**src/glzw_pkg.sv**
```systemverilog
package glzw_pkg;

	localparam int CodeBits = 12;
	localparam int PixBits  = 9;
	localparam int AccBits  = 48;
	localparam int CntBits  = 6;
	localparam int OutCap   = 5;

	// front-to-back queue item
	typedef struct packed {
		logic [PixBits-1:0] pixel;
		logic               eoi;
	} item_t;

	typedef enum logic [3:0] {
		ST_CLEAR,
		ST_IDLE,
		ST_HASH,
		ST_RD,
		ST_CHK,
		ST_WR,
		ST_EOI,
		ST_OUT
	} back_state_t;

	// dictionary slot: valid code, prior code, pixel
	typedef struct packed {
		logic [CodeBits-1:0] code;
		logic [CodeBits-1:0] prior;
		logic [PixBits-1:0]  pix;
	} slot_t;

	localparam int SlotBits = $bits(slot_t);

endpackage

```
**src/glzw_front.sv**
```systemverilog
module glzw_front (
	input  logic                 clk,
	input  logic                 arst_n,
	input  logic                 in_valid,
	output logic                 in_ready,
	input  glzw_pkg::item_t      in_item,
	output logic                 q_valid,
	input  logic                 q_ready,
	output glzw_pkg::item_t      q_item
);

	// two-entry queue
	glzw_pkg::item_t ent_q [2];
	logic            wp_q, rp_q;
	logic [1:0]      cnt_q;
	logic            push, pop;

	assign in_ready = (cnt_q != 2'd2);
	assign q_valid  = (cnt_q != 2'd0);
	assign q_item   = ent_q[rp_q];
	assign push     = in_valid && in_ready;
	assign pop      = q_valid && q_ready;

	always_ff @(posedge clk) begin
		if (push) begin
			ent_q[wp_q] <= in_item;
		end
	end

	always_ff @(posedge clk or negedge arst_n) begin
		if (!arst_n) begin
			wp_q  <= 1'b0;
			rp_q  <= 1'b0;
			cnt_q <= 2'd0;
		end else begin
			if (push) wp_q <= ~wp_q;
			if (pop)  rp_q <= ~rp_q;
			cnt_q <= cnt_q + 2'(push) - 2'(pop);
		end
	end

	a_cnt_bound: assert property (@(posedge clk) disable iff (!arst_n) cnt_q != 2'd3)
		else $error("queue count out of range");
	a_no_push_full: assert property (@(posedge clk) disable iff (!arst_n)
		cnt_q == 2'd2 |-> !push) else $error("push into full queue");
	a_pop_count: assert property (@(posedge clk) disable iff (!arst_n)
		(pop && !push) |=> cnt_q == $past(cnt_q) - 2'd1) else $error("pop lost");

endmodule

```
**config.mk**
```make
export PLATFORM = sky130hd
export DESIGN_NAME = glzw_front
export DESIGN_NICKNAME = d
export VERILOG_FILES = /design/src/glzw_pkg.sv /design/src/glzw_front.sv
export SDC_FILE = /design/constraint.sdc
export NUM_CORES = 1
export LEC_CHECK = 0
export BUFFER_PORTS_ARGS = -buffer_cell sky130_fd_sc_hd__buf_2
export CORE_ASPECT_RATIO = 1.2
export CORE_UTILIZATION = 28
export CTS_BUF_LIST = sky130_fd_sc_hd__clkbuf_8
export DETAILED_ROUTE_END_ITERATION = 7
export PLACE_DENSITY = 0.54
export SLEW_MARGIN = 20
export SYNTH_ARGS = -nofsm -noshare
export SYNTH_HDL_FRONTEND = slang
export SYNTH_SLANG_ARGS = --single-unit
```
**constraint.sdc**
```tcl
create_clock -name clk -period 1.4 [get_ports clk]
set_input_delay 0.42 -clock clk [delete_from_list [all_inputs] [get_ports clk]]
set_output_delay 0.42 -clock clk [all_outputs]
set_load 0.005 [all_outputs]
```
==> impl_metrics.py <==
metrics = {
    "status": {
        "outcome": "finished, violations left",
        "failed_checks": "negative setup slack",
    },
    "grt": {
        "wire_length_of_the_first_global_routing_pass_microns": 2550,
        "antenna_found_initial": 0,
        "global_route.overflow_total": 0,
        "first_global_vias": 558,
        "grt_max_degree": 14,
        "grt_use_total_pct": 10.1,
    },
    "detailed_routing": {
        "first_iter_violations": 10,
        "dr.pass1.iters": 4,
        "wire_per_inst_microns": 12.8,
        "route.final.wire_length_microns": 1660,
        "route.detailed.vias_per_inst": 4.26,
        "antenna_left": 0,
        "total_number_of_vias": 550,
        "route.detailed.drc": 0,
    },
    "die": {
        "core.rowCount": 22,
        "dieWidth_microns": 54.2,
        "core_ar_sq_um": 3080,
        "fp.dieArea_sq_um": 3510,
        "ioPinCount": 26,
        "initial_core_util_pct": 29.7,
        "die_height_microns": 64.7,
    },
    "worst_setup_path": {
        "cp_max_fo": 5,
        "required_ns": 0.98,
        "worst_ep_arrival_time_ns": 1.24,
        "timing.critical_path.from_type": "flop",
        "crit_path_end_kind": "primary output",
        "criticalPathCategory": "flop to primary output",
    },
    "yosys": {
        "synthDistinctLibCells": 15,
        "ys.flop_type": "sky130_fd_sc_hd__edfxtp_1",
        "synth_async_sr_flop_share_pct": 16.7,
        "synth_edf_count": 20,
        "yosysWarnings": 0,
        "synth.net_count": 64,
        "synthCells": 48,
        "synth.yosys.seq_area_share_pct": 76.4,
        "ys_seq_elements": 24,
        "mean_area_per_synthesized_cell_sq_um": 19.1,
        "mappedNetlistArea_sq_um": 917,
    },
    "sta": {
        "layout_setup_ws_ns": -0.263,
        "report.final.hold_viol_count": 0,
        "drv_slew": 0,
        "setup_viol": 23,
        "fmax_ghz": 0.601,
        "worst_pin_slew_ns": 0.266,
        "period_utilization_pct": 119,
        "clock_skew_ns": 0.000730,
        "rsz_0062_raised_after_global_routing": "yes",
        "timing.slew.headroom_pct": 82.3,
        "period_needed_ns": 1.66,
        "finalHoldWorstSlack_ns": 0.348,
    },
    "cts": {
        "clock_tree_from_tritoncts": "yes",
        "clk_latency_ns": 0.25,
        "clock-root-buffer": "sky130_fd_sc_hd__clkbuf_8",
        "tritoncts_num_sinks": 24,
        "number_of_buffers_created_by_cts": 3,
        "cts.reportedPaths.clkPinSlew_ns": 0.08,
        "htree_levels": 1,
        "clock_tree.buffer_depth": 2,
    },
    "pwr": {
        "share_comb_of_total_power_pct": 50.5,
        "powerDensity_nw_per_um2": 2060,
        "clock_power_share_pct": 13.2,
        "vdd.ir_drop.worst_mv": 1.19,
        "power.static_leakage_nw": 0.616,
        "internal_power_w": 0.00216,
        "switchingPower_w": 0.000814,
        "power_switching_share_pct": 27.3,
        "p_seq_share_pct": 36.4,
    },
    "placement": {
        "placement.io_buffers": 25,
        "place.gp.congestion": 0.616,
        "place_worst_setup_slack_ns": -0.198,
        "dp_hpwl_microns": 1090,
    },
    "cells_and_area": {
        "antenna_cells_inserted": 0,
        "multi_input_combinational_cell_area_sq_um": 302,
        "ff_latch_area_sq_um": 701,
        "drive_above_1_share_pct": 67.7,
        "area_growth_synth_to_finish_pct": 57.7,
        "nNetsFinal": 110,
        "fillCellCount": 285,
    },
    "worst_hold_path": {
        "holdCritPathClass": "input port to flop",
    },
    "job": {
        "maxCapViolCount": 0,
    },
}
[cells by family (layout without fill, tap and decap cells)]
family                   after synthesis  after routing  synth area share, %
XOR/XNOR                               4              4                 3.82
multiplexers                          10             10                 12.3
flip-flops                            24             24                 76.4
buffers and inverters                  2             47                0.954
adder cells (fa/ha/maj)                2              2                 2.73
AND/OR/NAND/NOR                        6              6                 3.82
[Yosys cell counts (2+ instances only)]
master	number	area share, %
sky130_fd_sc_hd__edfxtp_1	20	65
sky130_fd_sc_hd__mux2_1	9	11
sky130_fd_sc_hd__dfrtp_1	4	11
sky130_fd_sc_hd__xnor2_1	3	2.9
sky130_fd_sc_hd__ha_1	2	2.7
[sequential cells by signal, indices dropped and copies added, names as in the netlist]
name	cells
rp_q	1
wp_q	1
cnt_q	2
ent_q	20
[metrics by stage]
stage,std cells,power [W],instance area [sq um],setup TNS (ns),util [%]
2_1_floorplan,48,0.00154,935,-0.172,-
3_3_place_gp,117,0.00194,1170,-0.158,37.9
5_1_grt,129,0.00316,1450,-4.45,46.9
4_1_cts,125,0.00281,1370,-3.05,44.3
6_report,129,0.00298,1450,-2.98,46.9
3_5_place_dp,117,0.00197,1170,-0.204,37.9
[metal layers]
| layer | track usage, % | routed length [microns] | up-vias |
|---|---|---|---|
| met2 | 15.5 | 867 | 17 |
| li1 | - | - | 266 |
| met5 | 0 | 0 | - |
| met1 | 14.1 | 722 | 265 |
| met3 | 1.41 | 51 | 2 |
| met4 | 3.85 | 16 | 0 |
[power by group through the flow]
stage	combinational (W)	clock, W	sequential (W)
floorplan	0.000479	0	0.00106
global placement	0.000874	0	0.00107
detailed placement	0.000889	0	0.00108
CTS	0.00133	0.000408	0.00107
global route	0.00163	0.000430	0.00110
finish	0.00150	0.000393	0.00108
[placed cells by master, fill, tap and decap left out, drive strengths merged]
master	netlist	final
ha	2	2
xnor2	3	3
and2	1	1
nand2b	1	1
dlygate4sd3	0	1
edfxtp	20	20
nand2	1	1
mux2	10	10
buf	1	41
and3	1	1
inv	1	2
xor2	1	1
or2	1	1
nor2	1	1
dfrtp	4	4
clkbuf	0	3
[worst max-delay path, cell delays in order (launching register included)]
cell and delay (ns):
sky130_fd_sc_hd__dfrtp_1 0.41, sky130_fd_sc_hd__buf_6 0.15, sky130_fd_sc_hd__mux2_4 0.30, sky130_fd_sc_hd__buf_6 0.12
[layout make-up]
type / count / area share (%)
Sequential cell: 24 / 48.4
Timing Repair Buffer: 42 / 24.2
Multi-Input combinational cell: 22 / 20.8
Tap cell: 36 / 3.11
Clock buffer: 3 / 2.85
Clock inverter: 1 / 0.260
Inverter: 1 / 0.260
[path summary, 6_finish.rpt]
kind                       startpoint           to  slack [ns]  cells past startpoint
max in group asynchronous      arst_n         rp_q        0.78                      2
hold reg to reg                  wp_q         wp_q        0.56                      1
hold / removal             in_item[1]  ent_q[0][1]        0.35                      1
setup reg to reg             cnt_q[0]     cnt_q[1]       -0.20                      7
setup / recovery                 rp_q    q_item[4]       -0.26                      3
min in group asynchronous      arst_n     cnt_q[1]        0.49                      2
[repair_timing]
| action | 4_1_cts | 5_1_grt |
|---|---|---|
| pin swaps | 5 | 5 |
| gates resized for setup | 24 | 11 |
| setup buffers | 3 | 4 |
| hold endpoints to repair | 4 | 0 |
| hold buffers | 1 | 0 |
| endpoints found under the setup margin | 13 | 24 |
(Power assumes the default switching activity.)
